==> config.mk <==
export PLATFORM = sky130hd
export DESIGN_NAME = rmq_div
export DESIGN_NICKNAME = d
export VERILOG_FILES = /design/src/hdl/assert_macros.svh /design/src/hdl/rmq_pkg.sv /design/src/hdl/rmq_div.sv
export SDC_FILE = /design/constraint.sdc
export NUM_CORES = 1
export LEC_CHECK = 0
export ABC_AREA = 1
export BUFFER_PORTS_ARGS = -buffer_cell sky130_fd_sc_hd__buf_2
export CAP_MARGIN = 5
export CORE_MARGIN = 1.5
export CORE_UTILIZATION = 45
export CTS_CLUSTER_SIZE = 30
export DETAILED_ROUTE_END_ITERATION = 8
export PLACE_DENSITY = 0.59
export SYNTH_ARGS = -nofsm -noshare
export SYNTH_HDL_FRONTEND = slang
export SYNTH_SLANG_ARGS = --single-unit
==> constraint.sdc <==
create_clock -name clk -period 3.5 [get_ports clk]
set_input_delay 0.525 -clock clk [delete_from_list [all_inputs] [get_ports clk]]
set_output_delay 0.525 -clock clk [all_outputs]
set_load 0.05 [all_outputs]
==> src/hdl/assert_macros.svh <==
// ----------------------------------------------------------------------------
// assert_macros.svh
// Assertion helpers for the RTL files; only the top-level module includes them.
// ----------------------------------------------------------------------------
`ifndef ASSERT_MACROS_SVH
`define ASSERT_MACROS_SVH

// Clocked on clk, quiet during reset.
`define RMQ_ASSERT(lbl, prop, msg) \
    lbl: assert property (@(posedge clk) disable iff (!rst_n) (prop)) else $error(msg);

// Same, with an implication written out.
`define RMQ_ASSERT_IMPL(lbl, ante, cons, msg) \
    `RMQ_ASSERT(lbl, (ante) |-> (cons), msg)

`endif

==> src/hdl/rmq_pkg.sv <==
// ----------------------------------------------------------------------------
// rmq_pkg
// Widths, branch codes and side-band types for the matrix-to-quaternion block.
// ----------------------------------------------------------------------------
package rmq_pkg;

    localparam int WORD_BITS = 16;
    localparam int FRAC      = WORD_BITS - 2;

    // root argument (sum of three words plus one), signed
    localparam int ARG_BITS  = WORD_BITS + 2;
    // root fits in WORD_BITS-1 bits, radicand in twice that
    localparam int SQ_BITS   = WORD_BITS - 1;
    localparam int RAD_BITS  = 2 * SQ_BITS;
    // numerators: sum of two words, signed
    localparam int NUM_BITS  = WORD_BITS + 1;
    // dividend = |num| << FRAC, divisor = 4 * root
    localparam int DVD_BITS  = NUM_BITS + FRAC;
    localparam int DVS_BITS  = SQ_BITS + 2;
    localparam int QUO_BITS  = WORD_BITS;

    typedef enum logic [1:0] {
        CASE_TRACE = 2'd0,
        CASE_X     = 2'd1,
        CASE_Y     = 2'd2,
        CASE_Z     = 2'd3
    } case_t;

    typedef logic signed [WORD_BITS-1:0] word_t;
    typedef logic signed [NUM_BITS-1:0]  num_t;

    // after branch select, carried alongside the root pipeline
    typedef struct packed {
        case_t sel;
        logic  clamp;
        num_t  n0;
        num_t  n1;
        num_t  n2;
    } side_a_t;

    // carried alongside the dividers
    typedef struct packed {
        case_t              sel;
        logic               flag;
        logic [SQ_BITS-1:0] root;
        logic [2:0]         neg;
        logic [2:0]         nz;
    } side_b_t;

    localparam word_t WMAX = {1'b0, {(WORD_BITS-1){1'b1}}};
    localparam word_t WMIN = {1'b1, {(WORD_BITS-1){1'b0}}};

endpackage

==> src/hdl/rmq_div.sv <==
// ----------------------------------------------------------------------------
// rmq_div
// Pipelined restoring divider: range check stage, then one quotient bit per
// stage. ovf is set when the quotient does not fit QUO_BITS bits.
// ----------------------------------------------------------------------------
module rmq_div
    import rmq_pkg::*;
(
    input  logic                clk,
    input  logic                en,
    input  logic [DVD_BITS-1:0] dvd,
    input  logic [DVS_BITS-1:0] dvs,
    output logic [QUO_BITS-1:0] quo,
    output logic                ovf
);

    logic [DVS_BITS-1:0] rem_reg [QUO_BITS+1];
    logic [QUO_BITS-1:0] low_reg [QUO_BITS+1];
    logic [DVS_BITS-1:0] d_reg   [QUO_BITS+1];
    logic [QUO_BITS-1:0] q_reg   [QUO_BITS+1];
    logic                ovf_reg [QUO_BITS+1];

    logic [DVD_BITS-QUO_BITS-1:0] hi;
    logic                         hi_ovf;

    assign hi     = dvd[DVD_BITS-1:QUO_BITS];
    assign hi_ovf = {{(DVS_BITS+QUO_BITS-DVD_BITS){1'b0}}, hi} >= dvs;

    always_ff @(posedge clk)
    begin
        if (en)
        begin
            rem_reg[0] <= hi_ovf ? '0 : DVS_BITS'(hi);
            low_reg[0] <= dvd[QUO_BITS-1:0];
            d_reg[0]   <= dvs;
            q_reg[0]   <= '0;
            ovf_reg[0] <= hi_ovf;
        end
    end

    for (genvar j = 0; j < QUO_BITS; j++) begin : g_stage
        logic [DVS_BITS:0] rem_t;
        logic              take;

        assign rem_t = {rem_reg[j], low_reg[j][QUO_BITS-1-j]};
        assign take  = rem_t >= {1'b0, d_reg[j]};

        always_ff @(posedge clk)
        begin
            if (en)
            begin
                rem_reg[j+1] <= take ? DVS_BITS'(rem_t - {1'b0, d_reg[j]})
                                     : DVS_BITS'(rem_t);
                low_reg[j+1] <= low_reg[j];
                d_reg[j+1]   <= d_reg[j];
                q_reg[j+1]   <= {q_reg[j][QUO_BITS-2:0], take};
                ovf_reg[j+1] <= ovf_reg[j];
            end
        end
    end

    assign quo = q_reg[QUO_BITS];
    assign ovf = ovf_reg[QUO_BITS];

endmodule

==> reports/qor.csv <==
stage;metric;value;unit
detailed_routing;wl_met2;53500;um
pwr;sequentialPowerShare;36.2;%
sta;period_share;72.5;%
yosys;synth_edf_count;831;
cells_and_area;final_cells;7022;
sta;finalWorstPathRequiredPeriod;2.54;ns
sta;relSlewSlack;53.8;%
detailed_routing;ant_nets;0;
flow_run;max_cap_viol_count;0;
pwr;pwr_density_cell;801;mW/mm^2
cts;clock_latency;0.68;ns
yosys;syn_nets;5757;
worst_setup_path;critPathArrivalTime;2.94;ns
detailed_routing;dr_wl_met3;4240;um
worst_setup_path;start_kind;flip-flop;
placement;port_buffers;66;
placement;dp.cells;6837;
yosys;post_synth.cell_area_avg;8.78;um^2
sta;skew;0.0273;ns
die;die_h;328;um
detailed_routing;wl_met1;49100;um
pwr;p_sw;16.7;mW
detailed_routing;routed-via-count;33800;
cts;clock_path_buffers;3;
sta;max_freq;394;MHz
die;pin_count;67;
pwr;p_int;25.6;mW
worst_setup_path;critPathMostFrequentCell;nand2_1;
die;rows;118;
pwr;p_sw_share;39.5;%
worst_setup_path;endpoint_kind;flip-flop;
min_path;hold_class;in2reg;
pwr;p_leak;26.3;nW
worst_setup_path;crit_buf_inv;2;
cells_and_area;finalNetCount;5917;
cts;tritoncts;done;
grt;gr-total-overflow;0;
yosys;synthFlopType;edfxtp_1;
worst_setup_path;crit_type;reg2reg;
die;dieArea;0.107;mm^2
yosys;ys_seq_area_share;52.6;%
worst_setup_path;crit_chain;inv_1 -> ha_1 -> inv_1 -> fa_1 -> nand2_1 -> nand2_1 -> nand3_1 -> nand2_2 -> nand2_1 -> nand2_1 -> nand2_4 -> nand2_4 -> nand2_1 -> nand2_1;
yosys;synthCells;5406;
yosys;synthTopCellsByArea;edfxtp_1 (53%), nand2_1 (16%), inv_1 (8.4%);
sta;setup_viol;0;
cts;htreeDepth;3;
yosys;synth_top_cell_area_share;52.6;%
cells_and_area;drive_gt1_share;6.45;%
sta;rsz0062_at_grt;false;
pwr;pwr-share-comb;40.6;%
sta;tightest_slew;0.691;ns
run_status;status;completed;
worst_setup_path;crit_family;simple AND/OR/NAND/NOR gates;
yosys;async_flop_share;0;%
die;start_util;45.6;%
worst_setup_path;required;3.90;ns
detailed_routing;drt_iter0_markers;2213;
cells_and_area;largest_register_ff_count;272;
yosys;synth-seq-cells;831;
cts;cts_buffers;92;
pwr;ir_drop;0.514;mV
cells_and_area;area_delta_synth_final;11.2;%
sta;finalHoldViolCount;0;
detailed_routing;wl;110000;um
pwr;pwr-share-clk;23.3;%
worst_setup_path;slowest_stage;edfxtp_1;
die;core;0.104;mm^2
die;dieWidth;328;um
sta;slew_violations;0;
grt;grt_antenna_before_repair;0;
detailed_routing;dr.pass1.iters;7;
yosys;synth_warnings;0;
cells_and_area;fill_cells;9767;
worst_setup_path;path_max_fanout;18;
sta;tns;0;ns
yosys;syn_area;0.0475;mm^2
yosys;synth.distinct_cells;43;
cts;cts_resized;0;
placement;place_congestion;0.937;
placement;post-dp-hpwl;85200;um
cts;cts.sinks;831;
grt;grt_pass1_vias;32700;
worst_setup_path;slowest_delay;0.39;ns
grt;track_usage;20.6;%
cts;root_buffer;clkbuf_16;
yosys;yosys.area.top_type;edfxtp_1;
detailed_routing;top_layer_used;met4;
cts;cts.clk_slew.worst_paths;0.06;ns
detailed_routing;wl_per_cell;15.6;um
grt;grt_max_degree;80;
grt;grt_pass1_wl;175000;um
detailed_routing;drc;0;
detailed_routing;via_per_inst;4.81;
## path summary, 6_finish.rpt
kind | startpoint | end | slack, ns | cells past startpoint
max | low_reg[0][195] | rem_reg[0][235] | 0.96 | 14
min | dvd[9] | low_reg[0][9] | 0.04 | 1
max reg2reg | low_reg[0][195] | rem_reg[0][235] | 0.96 | 14
min reg2reg | q_reg[1][4] | q_reg[1][21] | 0.40 | 0
## per-stage QoR
stage | util, % | cell area, um^2 | power, mW | hold slack (ns) | setup WS [ns]
2_1_floorplan | - | 47500 | 28.0 | 0.400 | 1.37
3_3_place_gp | 47.6 | 49600 | 32.4 | 0.400 | 0.963
3_5_place_dp | 47.6 | 49600 | 32.6 | 0.405 | 0.956
4_1_cts | 50.7 | 52800 | 42.6 | 0.00197 | 0.946
5_1_grt | 50.7 | 52800 | 45.8 | 0.0161 | 0.735
6_report | 50.7 | 52800 | 42.3 | 0.0448 | 0.963
## power by group through the flow
stage / sequential, mW / clock (mW) / combinational [mW]
global placement: 15.5 / 0 / 16.9
floorplan: 14.7 / 0 / 13.3
global route: 15.5 / 10.5 / 19.8
finish: 15.3 / 9.83 / 17.1
CTS: 15.3 / 10.1 / 17.2
detailed placement: 15.5 / 0 / 17.1
## cells in the final DEF (no fill, tap or decap), drive strengths merged
| master | netlist | layout |
|---|---|---|
| or2 | 19 | 19 |
| a21oi | 149 | 149 |
| fa | 15 | 15 |
| inv | 1072 | 1077 |
| clkbuf | 1 | 113 |
| xor2 | 88 | 88 |
| o31ai | 1 | 1 |
| dlygate4sd3 | 0 | 15 |
| nor4 | 14 | 14 |
| nor2 | 245 | 245 |
| xnor2 | 16 | 16 |
| o21a | 8 | 8 |
| ha | 286 | 286 |
| bufinv | 0 | 13 |
| nor3 | 23 | 23 |
| nand2 | 2054 | 2054 |
| o21ai | 12 | 12 |
| diode | 0 | 1 |
| clkinv | 0 | 34 |
| buf | 51 | 103 |
| nand3b | 9 | 9 |
| clkinvlp | 0 | 4 |
| and2 | 18 | 18 |
| nand4 | 32 | 32 |
| and3 | 14 | 14 |
| edfxtp | 831 | 831 |
| o21bai | 1 | 1 |
| nand3 | 447 | 447 |
## Yosys cell counts, types with 3 or more instances
cell	count
xnor2_1	16
nand2_2	32
nand2_4	28
fa_1	15
buf_6	14
nand3_2	3
nand3_1	444
or2_1	10
and2_1	18
ha_1	286
nor2_4	15
o21ai_2	6
nor2_1	212
nor2_2	18
inv_1	1067
nand2_1	1992
or2_0	4
nor4_4	13
xor2_1	88
edfxtp_1	831
a21oi_1	149
o21a_1	8
inv_2	5
or2_2	3
o21ai_0	5
nor3_1	21
and3_1	14
nand3b_1	7
buf_2	13
nand4_1	32
buf_4	23
## worst reg2reg max path, delay by kind of cell, from the launching register on
kind	cells	cell delay, ns
DFF	1	0.39
and+or+nand+nor	10	1.26
adders and majority gates	2	0.52
buffers and inverters	2	0.12
## metal layers
metal | GRT usage (%) | vias up
li1 | - | 17500
met5 | 0 | -
met4 | 6.68 | 0
met1 | 26.8 | 15500
met2 | 36.0 | 627
met3 | 2.34 | 153
## logic make-up after synthesis
| family | after synthesis | synth area share, % |
|---|---|---|
| AND/OR/NAND/NOR | 2875 | 26.1 |
| buffers and inverters | 1124 | 9.35 |
| flip-flops | 831 | 52.6 |
| adder cells (fa/ha/maj) | 301 | 8.17 |
| AO/OA/AOI/OAI | 171 | 1.90 |
| XOR/XNOR | 104 | 1.92 |
## area by class of cell
class	count	area [um^2]	share of cell area (%)
clock buffer	113	2440	4.63
tap	1380	1730	3.27
inverter	1072	4020	7.62
sequential	831	25000	47.3
clock inverter	56	623	1.18
antenna	1	2.50	0.00474
timing repair buffer	118	956	1.81
multi-input combinational	3451	18100	34.2
## what timing repair did
action	4_1_cts	5_1_grt
setup endpoints to repair	0	0
setup buffers	0	0
hold buffers	15	0
endpoints found under the hold margin	15	0
Note: power is estimated with default switching activity, not from simulation.
