## src/hdl/assert_macros.svh

```systemverilog
// ----------------------------------------------------------------------------
// assert_macros.svh
// Assertion helpers for the RTL files; only the top-level module includes them.
// ----------------------------------------------------------------------------
`ifndef ASSERT_MACROS_SVH
`define ASSERT_MACROS_SVH

// Clocked on clk, quiet during reset.
`define RMQ_ASSERT(lbl, prop, msg) \
    lbl: assert property (@(posedge clk) disable iff (!rst_n) (prop)) else $error(msg);

// Same, with an implication written out.
`define RMQ_ASSERT_IMPL(lbl, ante, cons, msg) \
    `RMQ_ASSERT(lbl, (ante) |-> (cons), msg)

`endif

```

## src/hdl/rmq_pkg.sv

```systemverilog
// ----------------------------------------------------------------------------
// rmq_pkg
// Widths, branch codes and side-band types for the matrix-to-quaternion block.
// ----------------------------------------------------------------------------
package rmq_pkg;

    localparam int WORD_BITS = 16;
    localparam int FRAC      = WORD_BITS - 2;

    // root argument (sum of three words plus one), signed
    localparam int ARG_BITS  = WORD_BITS + 2;
    // root fits in WORD_BITS-1 bits, radicand in twice that
    localparam int SQ_BITS   = WORD_BITS - 1;
    localparam int RAD_BITS  = 2 * SQ_BITS;
    // numerators: sum of two words, signed
    localparam int NUM_BITS  = WORD_BITS + 1;
    // dividend = |num| << FRAC, divisor = 4 * root
    localparam int DVD_BITS  = NUM_BITS + FRAC;
    localparam int DVS_BITS  = SQ_BITS + 2;
    localparam int QUO_BITS  = WORD_BITS;

    typedef enum logic [1:0] {
        CASE_TRACE = 2'd0,
        CASE_X     = 2'd1,
        CASE_Y     = 2'd2,
        CASE_Z     = 2'd3
    } case_t;

    typedef logic signed [WORD_BITS-1:0] word_t;
    typedef logic signed [NUM_BITS-1:0]  num_t;

    // after branch select, carried alongside the root pipeline
    typedef struct packed {
        case_t sel;
        logic  clamp;
        num_t  n0;
        num_t  n1;
        num_t  n2;
    } side_a_t;

    // carried alongside the dividers
    typedef struct packed {
        case_t              sel;
        logic               flag;
        logic [SQ_BITS-1:0] root;
        logic [2:0]         neg;
        logic [2:0]         nz;
    } side_b_t;

    localparam word_t WMAX = {1'b0, {(WORD_BITS-1){1'b1}}};
    localparam word_t WMIN = {1'b1, {(WORD_BITS-1){1'b0}}};

endpackage

```

## src/hdl/rmq_sqrt.sv

```systemverilog
// ----------------------------------------------------------------------------
// rmq_sqrt
// Pipelined digit-by-digit integer square root, one root bit per stage.
// ----------------------------------------------------------------------------
module rmq_sqrt
    import rmq_pkg::*;
(
    input  logic                clk,
    input  logic                en,
    input  logic [RAD_BITS-1:0] rad,
    output logic [SQ_BITS-1:0]  root
);

    localparam int REMW = SQ_BITS + 3;

    logic [RAD_BITS-1:0] v_reg    [SQ_BITS];
    logic [REMW-1:0]     rem_reg  [SQ_BITS];
    logic [SQ_BITS-1:0]  root_reg [SQ_BITS];

    for (genvar k = 0; k < SQ_BITS; k++) begin : g_stage
        logic [RAD_BITS-1:0] v_in;
        logic [REMW-1:0]     rem_in;
        logic [SQ_BITS-1:0]  root_in;
        logic [REMW-1:0]     rem_t;
        logic [REMW-1:0]     trial;
        logic                take;

        if (k == 0) begin : g_first
            assign v_in    = rad;
            assign rem_in  = '0;
            assign root_in = '0;
        end else begin : g_next
            assign v_in    = v_reg[k-1];
            assign rem_in  = rem_reg[k-1];
            assign root_in = root_reg[k-1];
        end

        assign rem_t = {rem_in[REMW-3:0], v_in[RAD_BITS-1 -: 2]};
        assign trial = {1'b0, root_in, 2'b01};
        assign take  = rem_t >= trial;

        always_ff @(posedge clk)
        begin
            if (en)
            begin
                v_reg[k]    <= {v_in[RAD_BITS-3:0], 2'b00};
                rem_reg[k]  <= take ? rem_t - trial : rem_t;
                root_reg[k] <= {root_in[SQ_BITS-2:0], take};
            end
        end
    end

    assign root = root_reg[SQ_BITS-1];

endmodule

```

## config.mk

```make
export PLATFORM = sky130hd
export DESIGN_NAME = rmq_sqrt
export DESIGN_NICKNAME = d
export VERILOG_FILES = /design/src/hdl/assert_macros.svh /design/src/hdl/rmq_pkg.sv /design/src/hdl/rmq_sqrt.sv
export SDC_FILE = /design/constraint.sdc
export NUM_CORES = 1
export LEC_CHECK = 0
export BUFFER_PORTS_ARGS = -buffer_cell sky130_fd_sc_hd__buf_4
export CAP_MARGIN = 20
export CORE_MARGIN = 2
export CORE_UTILIZATION = 35
export DETAILED_ROUTE_END_ITERATION = 6
export PLACE_DENSITY_LB_ADDON = 0.1
export SYNTH_ARGS = -nofsm -noshare
export SYNTH_HDL_FRONTEND = slang
export SYNTH_SLANG_ARGS = --single-unit
export TNS_END_PERCENT = 20
```

## constraint.sdc

```tcl
create_clock -name clk -period 3.5 [get_ports clk]
set_input_delay 0.35 -clock clk [delete_from_list [all_inputs] [get_ports clk]]
set_output_delay 0.35 -clock clk [all_outputs]
set_load 0.005 [all_outputs]
```

==> qor.json, run 1 <==
{
  "clock_power_share_pct": 35.5,
  "multi_input_area_sq_mm": 0.00765,
  "synthCells": 1779,
  "timing.fmax_ghz": 0.331,
  "grt_antenna_before_repair": 0,
  "worst_clock_skew_ns": 0.0245,
  "core-area_sq_mm": 0.0698,
  "status": "complete, no violations",
  "static-leakage-power_nw": 10.9,
  "layout-area-overhead-vs-synth_pct": 15.7,
  "grt.met3_usage_pct": 2.73,
  "grt_util_all_layers_pct": 12.4,
  "number_of_ports_placed_on_the_die_boundary": 47,
  "crit_buf_inv": 0,
  "unrepaired_setup_endpoints_after_global_routing": "false",
  "timing_worst_slew_pin_value_ns": 0.960,
  "fraction_of_final_layout_cells_with_drive_strength_greater_than_1_pct": 11.3,
  "sort_of_element_at_the_start_of_the_critical_path": "flop",
  "power.density_mw_per_mm2": 594,
  "max-slew-margin-rel_pct": 35.6,
  "number_of_buffers_on_the_longest_clock_path": 3,
  "route.detailed.vias_per_inst": 4.74,
  "clk_latency_ns": 0.63,
  "final.setup.tns_ns": 0,
  "min_path_type": "primary input to flop",
  "clk_pin_slew_worst_paths_ns": 0.06,
  "grt-busiest-layer": "met2",
  "vias": 13800,
  "cp-startpoint": "rem_reg[1][72]$_DFFE_PP_",
  "synth.yosys.warnings": 0,
  "cts.root.buffer_cell": "sky130_fd_sc_hd__clkbuf_16",
  "synth.avg_cell_area_sq_um": 13.8,
  "total_overflow_reported_by_the_global_router": 0,
  "globalplace.congestion": 0.834,
  "power.combinational.fraction_pct": 14.8,
  "launching_point_of_the_worst_reg2reg_path": "rem_reg[1][72]$_DFFE_PP_",
  "port-buffer-count": 46,
  "synth_seq_area_share_pct": 65.8,
  "grt_use_met1_pct": 17.0,
  "finalCriticalPeriod_ns": 3.02,
  "hold_viol_final": 0,
  "cts_tree": "yes",
  "cpMaxStageDelayCell": "sky130_fd_sc_hd__a31oi_4",
  "seqCellArea_sq_mm": 0.0162,
  "grt_max_degree": 81,
  "worst_min_path_start": "en",
  "postRouteAntennaNets": 0,
  "dp_hpwl_mm": 31.2,
  "critPathCaptureType": "flop",
  "post-route-drc-count": 0,
  "ctsResizeCount": 0,
  "net_count_after_synthesis": 1946,
  "drt_pre_antenna_iters": 5,
  "largest_delay_contributor_family_on_the_critical_path": "compound AO/OA/AOI/OAI gates",
  "timing_worst_setup_path_type": "flop to flop",
  "synthDistinctLibCells": 78,
  "fp.dieArea_sq_mm": 0.0723,
  "critical_path_peak_fanout": 18,
  "cell_area_after_synthesis_sq_mm": 0.0245,
  "leading_register_cell_type_out_of_synthesis": "sky130_fd_sc_hd__edfxtp_1",
  "first_pass_grt_wire_length_mm": 71.7,
  "numCtsBuffers": 58,
  "cell_internal_power_w": 0.0126,
  "die_h_um": 269,
  "maxCapViolCount": 0,
  "clock_sinks": 538,
  "wirelength_mm": 44.2,
  "final.fill_count": 6488,
  "power.switching_fraction_pct": 25.1,
  "synth-edff-count": 538,
  "maximum_ir_drop_on_the_vdd_rail_v": 0.000367,
  "first_global_vias": 13600,
  "worst_path_largest_cell_delay_ns": 0.59,
  "antennaDiodeCount": 0,
  "worst_endpoint_data_arrival_time_ns": 3.38,
  "design_power_total_w": 0.0169,
  "post_drt_wl_per_cell_um": 15.2,
  "grtUsageMet2_pct": 19.8,
  "finalMaxSlewViolations": 0,
  "die_span_in_x_um": 269,
  "finalSetupViolations": 0,
  "cp_data_required_time_ns": 3.87,
  "sequentialPowerShare_pct": 49.6,
  "timing.final.crit_share_pct": 86.2,
  "power.switching_w": 0.00423,
  "starting_density_of_the_core_pct": 35.2,
  "nets": 2083,
  "postSynthRegisterBits": 538,
  "cts_max_level": 2,
  "synth-async-reset-ratio_pct": 0,
  "drtIter0Drc": 901,
  "largest_register_ffs": 210,
  "num_rows": 97,
  "crit_chain": "ha_1, nor2b_1, o2111ai_1, a211oi_1, o31ai_1, a31oi_4, mux2_2"
}
==> cell usage after synthesis, drive strengths merged (3+ instances only) <==
library cell	n	area share, %
a211oi	5	0.15
a21boi	3	0.092
a21o	29	0.89
a21oi	105	2.2
a221o	3	0.12
a311oi	4	0.19
a31o	5	0.18
a31oi	10	0.38
and2	12	0.31
and3	5	0.13
buf	9	0.22
clkbuf	12	0.18
edfxtp	538	66
ha	135	6.9
inv	169	2.6
mux2	41	1.9
mux2i	8	0.33
nand2	68	1.0
nand2b	20	0.51
nand3	26	0.58
nand3b	9	0.28
nand4	19	0.48
nand4b	4	0.14
nor2	113	1.8
nor2b	21	0.54
nor3	40	0.82
nor4	17	0.43
o211a	3	0.12
o211ai	11	0.34
o21a	29	0.89
o21ai	67	1.4
o21bai	4	0.12
o31a	4	0.14
o31ai	8	0.24
o41ai	6	0.24
or2	13	0.33
or3	16	0.41
or4	8	0.26
xnor2	95	3.4
xor2	53	1.9
==> power groups by stage <==
stage	Sequential, W	Combinational (W)	Clock [W]
global route	0.00845	0.00282	0.00648
global placement	0.00851	0.00245	0
floorplan	0.00834	0.00184	0
finish	0.00837	0.00250	0.00600
CTS	0.00839	0.00252	0.00626
detailed placement	0.00852	0.00247	0
==> timing repair <==
item / 4_1_cts / 5_1_grt
hold buffers: 31 / 0
hold endpoints to repair: 31 / 0
buffers inserted: 0 / 0
==> area by class of cell <==
type	count	area share [%]
inverter	171	2.26
sequential	538	56.9
multi-input combinational	1049	26.9
clock inverter	33	1.30
clock buffer	70	5.27
tap	940	4.14
timing repair buffer	98	3.20
==> per-layer routing <==
metal	wire, um	part of all wire, %
met5	0	0
met4	1040	2.4
met3	2100	4.8
met2	20300	46
met1	20700	47
==> metrics by stage <==
stage	hold slack [ns]	util, %	setup slack [ns]	area, sq um	cells
floorplan	0.400	-	0.856	24500	1779
global placement	0.401	37.6	0.515	26200	2765
detailed placement	0.405	37.6	0.465	26200	2765
CTS	0.183	40.7	0.454	28400	2899
global route	0.213	40.7	0.200	28400	2899
finish	0.216	40.7	0.481	28400	2899
==> layout by cell type, fill, tap and decap left out, drive strengths merged, types with 12 or more instances in the layout <==
master / count
xor2: 53
a21o: 29
clkbuf: 70
nand2b: 20
a21oi: 105
nor4: 17
xnor2: 95
nor2: 113
clkinv: 27
edfxtp: 538
dlygate4sd3: 31
nor2b: 21
nand3: 26
or2: 13
nor3: 40
ha: 135
or3: 16
mux2: 41
o21ai: 67
inv: 170
buf: 67
o21a: 29
nand2: 68
nand4: 19
and2: 12
==> cell families after synthesis <==
family / after synthesis / synth area share (%)
muxes: 49 / 2.21
other: 1 / 0.0153
adders and majority gates: 135 / 6.88
and+or+nand+nor: 397 / 8.24
AOI/OAI and AO/OA: 319 / 8.52
buffers and inverters: 192 / 3.02
DFF: 538 / 65.8
xor gates and xnor gates: 148 / 5.31
==> final timing paths <==
| kind | endpoint | slack [ns] | cells past startpoint |
|---|---|---|---|
| max | rem_reg[1][99]$_DFFE_PP_ | 0.48 | 7 |
| min | v_reg[0][0]$_DFFE_PP_ | 0.22 | 1 |
| max reg2reg | rem_reg[1][99]$_DFFE_PP_ | 0.48 | 7 |
| min reg2reg | v_reg[0][103]$_DFFE_PP_ | 0.41 | 0 |
No activity file was read; power rests on OpenSTA's default activity.
==> run 2: changes to the inputs <==
--- a/config.mk
+++ b/config.mk
@@ -10,6 +10,7 @@
 export CORE_MARGIN = 2
 export CORE_UTILIZATION = 35
 export DETAILED_ROUTE_END_ITERATION = 6
+export MAX_ROUTING_LAYER = met4
 export PLACE_DENSITY_LB_ADDON = 0.1
 export SYNTH_ARGS = -nofsm -noshare
 export SYNTH_HDL_FRONTEND = slang
==> qor.json, run 2 (same netlist as run 1, synthesis figures left out) <==
{
  "sequentialPowerShare_pct": 49.2,
  "max-slew-margin-rel_pct": 34.2,
  "timing.fmax_ghz": 0.332,
  "fraction_of_final_layout_cells_with_drive_strength_greater_than_1_pct": 11.9,
  "die_h_um": 269,
  "grt_antenna_before_repair": 0,
  "wirelength_mm": 44.6,
  "cts_tree": "yes",
  "layout-area-overhead-vs-synth_pct": 15.9,
  "largest_register_ffs": 210,
  "grt_max_degree": 78,
  "grt_util_all_layers_pct": 12.8,
  "clk_latency_ns": 0.63,
  "final_area_sq_mm": 0.0285,
  "post_drt_wl_per_cell_um": 15.3,
  "finalCriticalPeriod_ns": 3.01,
  "clk_pin_slew_worst_paths_ns": 0.06,
  "number_of_buffers_on_the_longest_clock_path": 3,
  "r2r.worst_path.cells": 8,
  "timing_worst_slew_pin_value_ns": 0.981,
  "drt_pre_antenna_iters": 5,
  "nets": 2083,
  "core-area_sq_mm": 0.0698,
  "power.switching_w": 0.00430,
  "num_rows": 97,
  "clock_sinks": 538,
  "multi_input_area_sq_mm": 0.00765,
  "cp-startpoint": "rem_reg[1][36]$_DFFE_PP_",
  "first_pass_grt_wire_length_mm": 71.7,
  "r2r_end": "rem_reg[1][58]$_DFFE_PP_",
  "ctsResizeCount": 0,
  "critical_path_peak_fanout": 11,
  "hold_path_end": "v_reg[0][0]$_DFFE_PP_",
  "drtIter0Drc": 948,
  "seqCellArea_sq_mm": 0.0162,
  "port-buffer-count": 46,
  "hold_viol_final": 0,
  "worst_min_path_start": "en",
  "hold_path_cell_cnt": 1,
  "maxCapViolCount": 0,
  "min_path_type": "primary input to flop",
  "critPathCaptureType": "flop",
  "finalSetupViolations": 0,
  "cts_max_level": 2,
  "static-leakage-power_nw": 10.9,
  "power.switching_fraction_pct": 25.3,
  "final.setup.worst_slack_ns": 0.488,
  "fp.dieArea_sq_mm": 0.0723,
  "power.density_mw_per_mm2": 598,
  "cts.root.buffer_cell": "sky130_fd_sc_hd__clkbuf_16",
  "vias": 13700,
  "final.fill_count": 6467,
  "power.combinational.fraction_pct": 14.8,
  "commonest_cells_after_routing_fill_and_taps_aside": "sky130_fd_sc_hd__edfxtp_1, sky130_fd_sc_hd__inv_1, sky130_fd_sc_hd__ha_1",
  "die_span_in_x_um": 269,
  "design_power_total_w": 0.0170,
  "route.detailed.vias_per_inst": 4.72,
  "maximum_ir_drop_on_the_vdd_rail_v": 0.000477,
  "sort_of_element_at_the_start_of_the_critical_path": "flop",
  "timing_worst_setup_path_type": "flop to flop",
  "clock_power_share_pct": 36.1,
  "layout_commonest_cell": "sky130_fd_sc_hd__edfxtp_1",
  "postRouteAntennaNets": 0,
  "cell_internal_power_w": 0.0127,
  "unrepaired_setup_endpoints_after_global_routing": "false",
  "placement.cell_area_sq_mm": 0.0262,
  "first_global_vias": 13700,
  "ff2ff_setup_slack_ns": 0.49,
  "post-route-drc-count": 0,
  "launching_point_of_the_worst_reg2reg_path": "rem_reg[1][36]$_DFFE_PP_",
  "number_of_ports_placed_on_the_die_boundary": 47,
  "antennaDiodeCount": 0,
  "final.setup.tns_ns": 0,
  "cp_data_required_time_ns": 3.88,
  "timing.final.crit_share_pct": 86.1,
  "dp_hpwl_mm": 31.6,
  "numCtsBuffers": 59,
  "worst_clock_skew_ns": 0.0218,
  "globalplace.congestion": 0.857,
  "finalMaxSlewViolations": 0,
  "status": "complete, no violations",
  "total_overflow_reported_by_the_global_router": 0,
  "worst_endpoint_data_arrival_time_ns": 3.39,
  "pre_cts_ws_ns": 0.469,
  "starting_density_of_the_core_pct": 35.2
}
==> run 2: cell count changes in the layout (fill, tap and decap cells not counted), sizes merged <==
| cell | previous run | this run |
|---|---|---|
| buf | 67 | 66 |
| clkinvlp | 1 | 2 |
| inv | 170 | 171 |
| clkbuf | 70 | 68 |
| clkinv | 27 | 35 |
==> run 2: critical path, cell delays in order (launching register included) <==
cell	delay [ns]
sky130_fd_sc_hd__edfxtp_1	0.39
sky130_fd_sc_hd__ha_1	0.37
sky130_fd_sc_hd__nor2b_1	0.15
sky130_fd_sc_hd__o21a_1	0.20
sky130_fd_sc_hd__o211ai_1	0.31
sky130_fd_sc_hd__a31oi_1	0.20
sky130_fd_sc_hd__o211a_1	0.30
sky130_fd_sc_hd__nor2_2	0.45
sky130_fd_sc_hd__mux2_2	0.39
==> run 2: power by group through the flow <==
stage	Clock, W	Sequential, W	Combinational [W]
4_1_cts	0.00640	0.00839	0.00253
2_1_floorplan	0	0.00834	0.00184
5_1_grt	0.00663	0.00845	0.00283
3_5_place_dp	0	0.00852	0.00249
6_report	0.00613	0.00837	0.00251
3_3_place_gp	0	0.00852	0.00246
==> run 2: worst max path at each step <==
stage / end / slack [ns] / depth (start not counted)
floorplan: rem_reg[1][62]$_DFFE_PP_ / 0.86 / 9
global placement: rem_reg[1][57]$_DFFE_PP_ / 0.51 / 8
detailed placement: rem_reg[1][62]$_DFFE_PP_ / 0.47 / 8
finish: rem_reg[1][58]$_DFFE_PP_ / 0.49 / 8
CTS: rem_reg[1][62]$_DFFE_PP_ / 0.45 / 8
global route: rem_reg[1][59]$_DFFE_PP_ / 0.26 / 8
==> run 2: cell type report <==
cell class / instances / share of cell area, %
Sequential cell: 538 / 56.8
Multi-Input combinational cell: 1049 / 26.9
Tap cell: 940 / 4.13
Clock inverter: 43 / 1.52
Inverter: 171 / 2.26
Clock buffer: 68 / 5.31
Timing Repair Buffer: 97 / 3.12
==> run 2: timing repair <==
action,in CTS,in global routing
setup endpoints to repair,0,0
buffers inserted,0,0
hold endpoints to repair,31,0
hold buffers,31,0
==> run 2: stage by stage <==
step	hold slack (ns)	util (%)	instances
floorplan	0.400	-	1779
global placement	0.401	37.5	2764
detailed placement	0.405	37.5	2764
CTS	0.180	40.8	2906
global route	0.213	40.8	2906
finish	0.198	40.8	2906
==> run 2: routing by layer <==
| metal | vias to the layer above | GRT usage, % | share of wire, % |
|---|---|---|---|
| met5 | - | - | 0 |
| met4 | 0 | 3.90 | 2.3 |
| met3 | 84 | 2.34 | 3.5 |
| met2 | 189 | 19.6 | 46 |
| met1 | 6575 | 17.4 | 48 |
| li1 | 6874 | - | - |
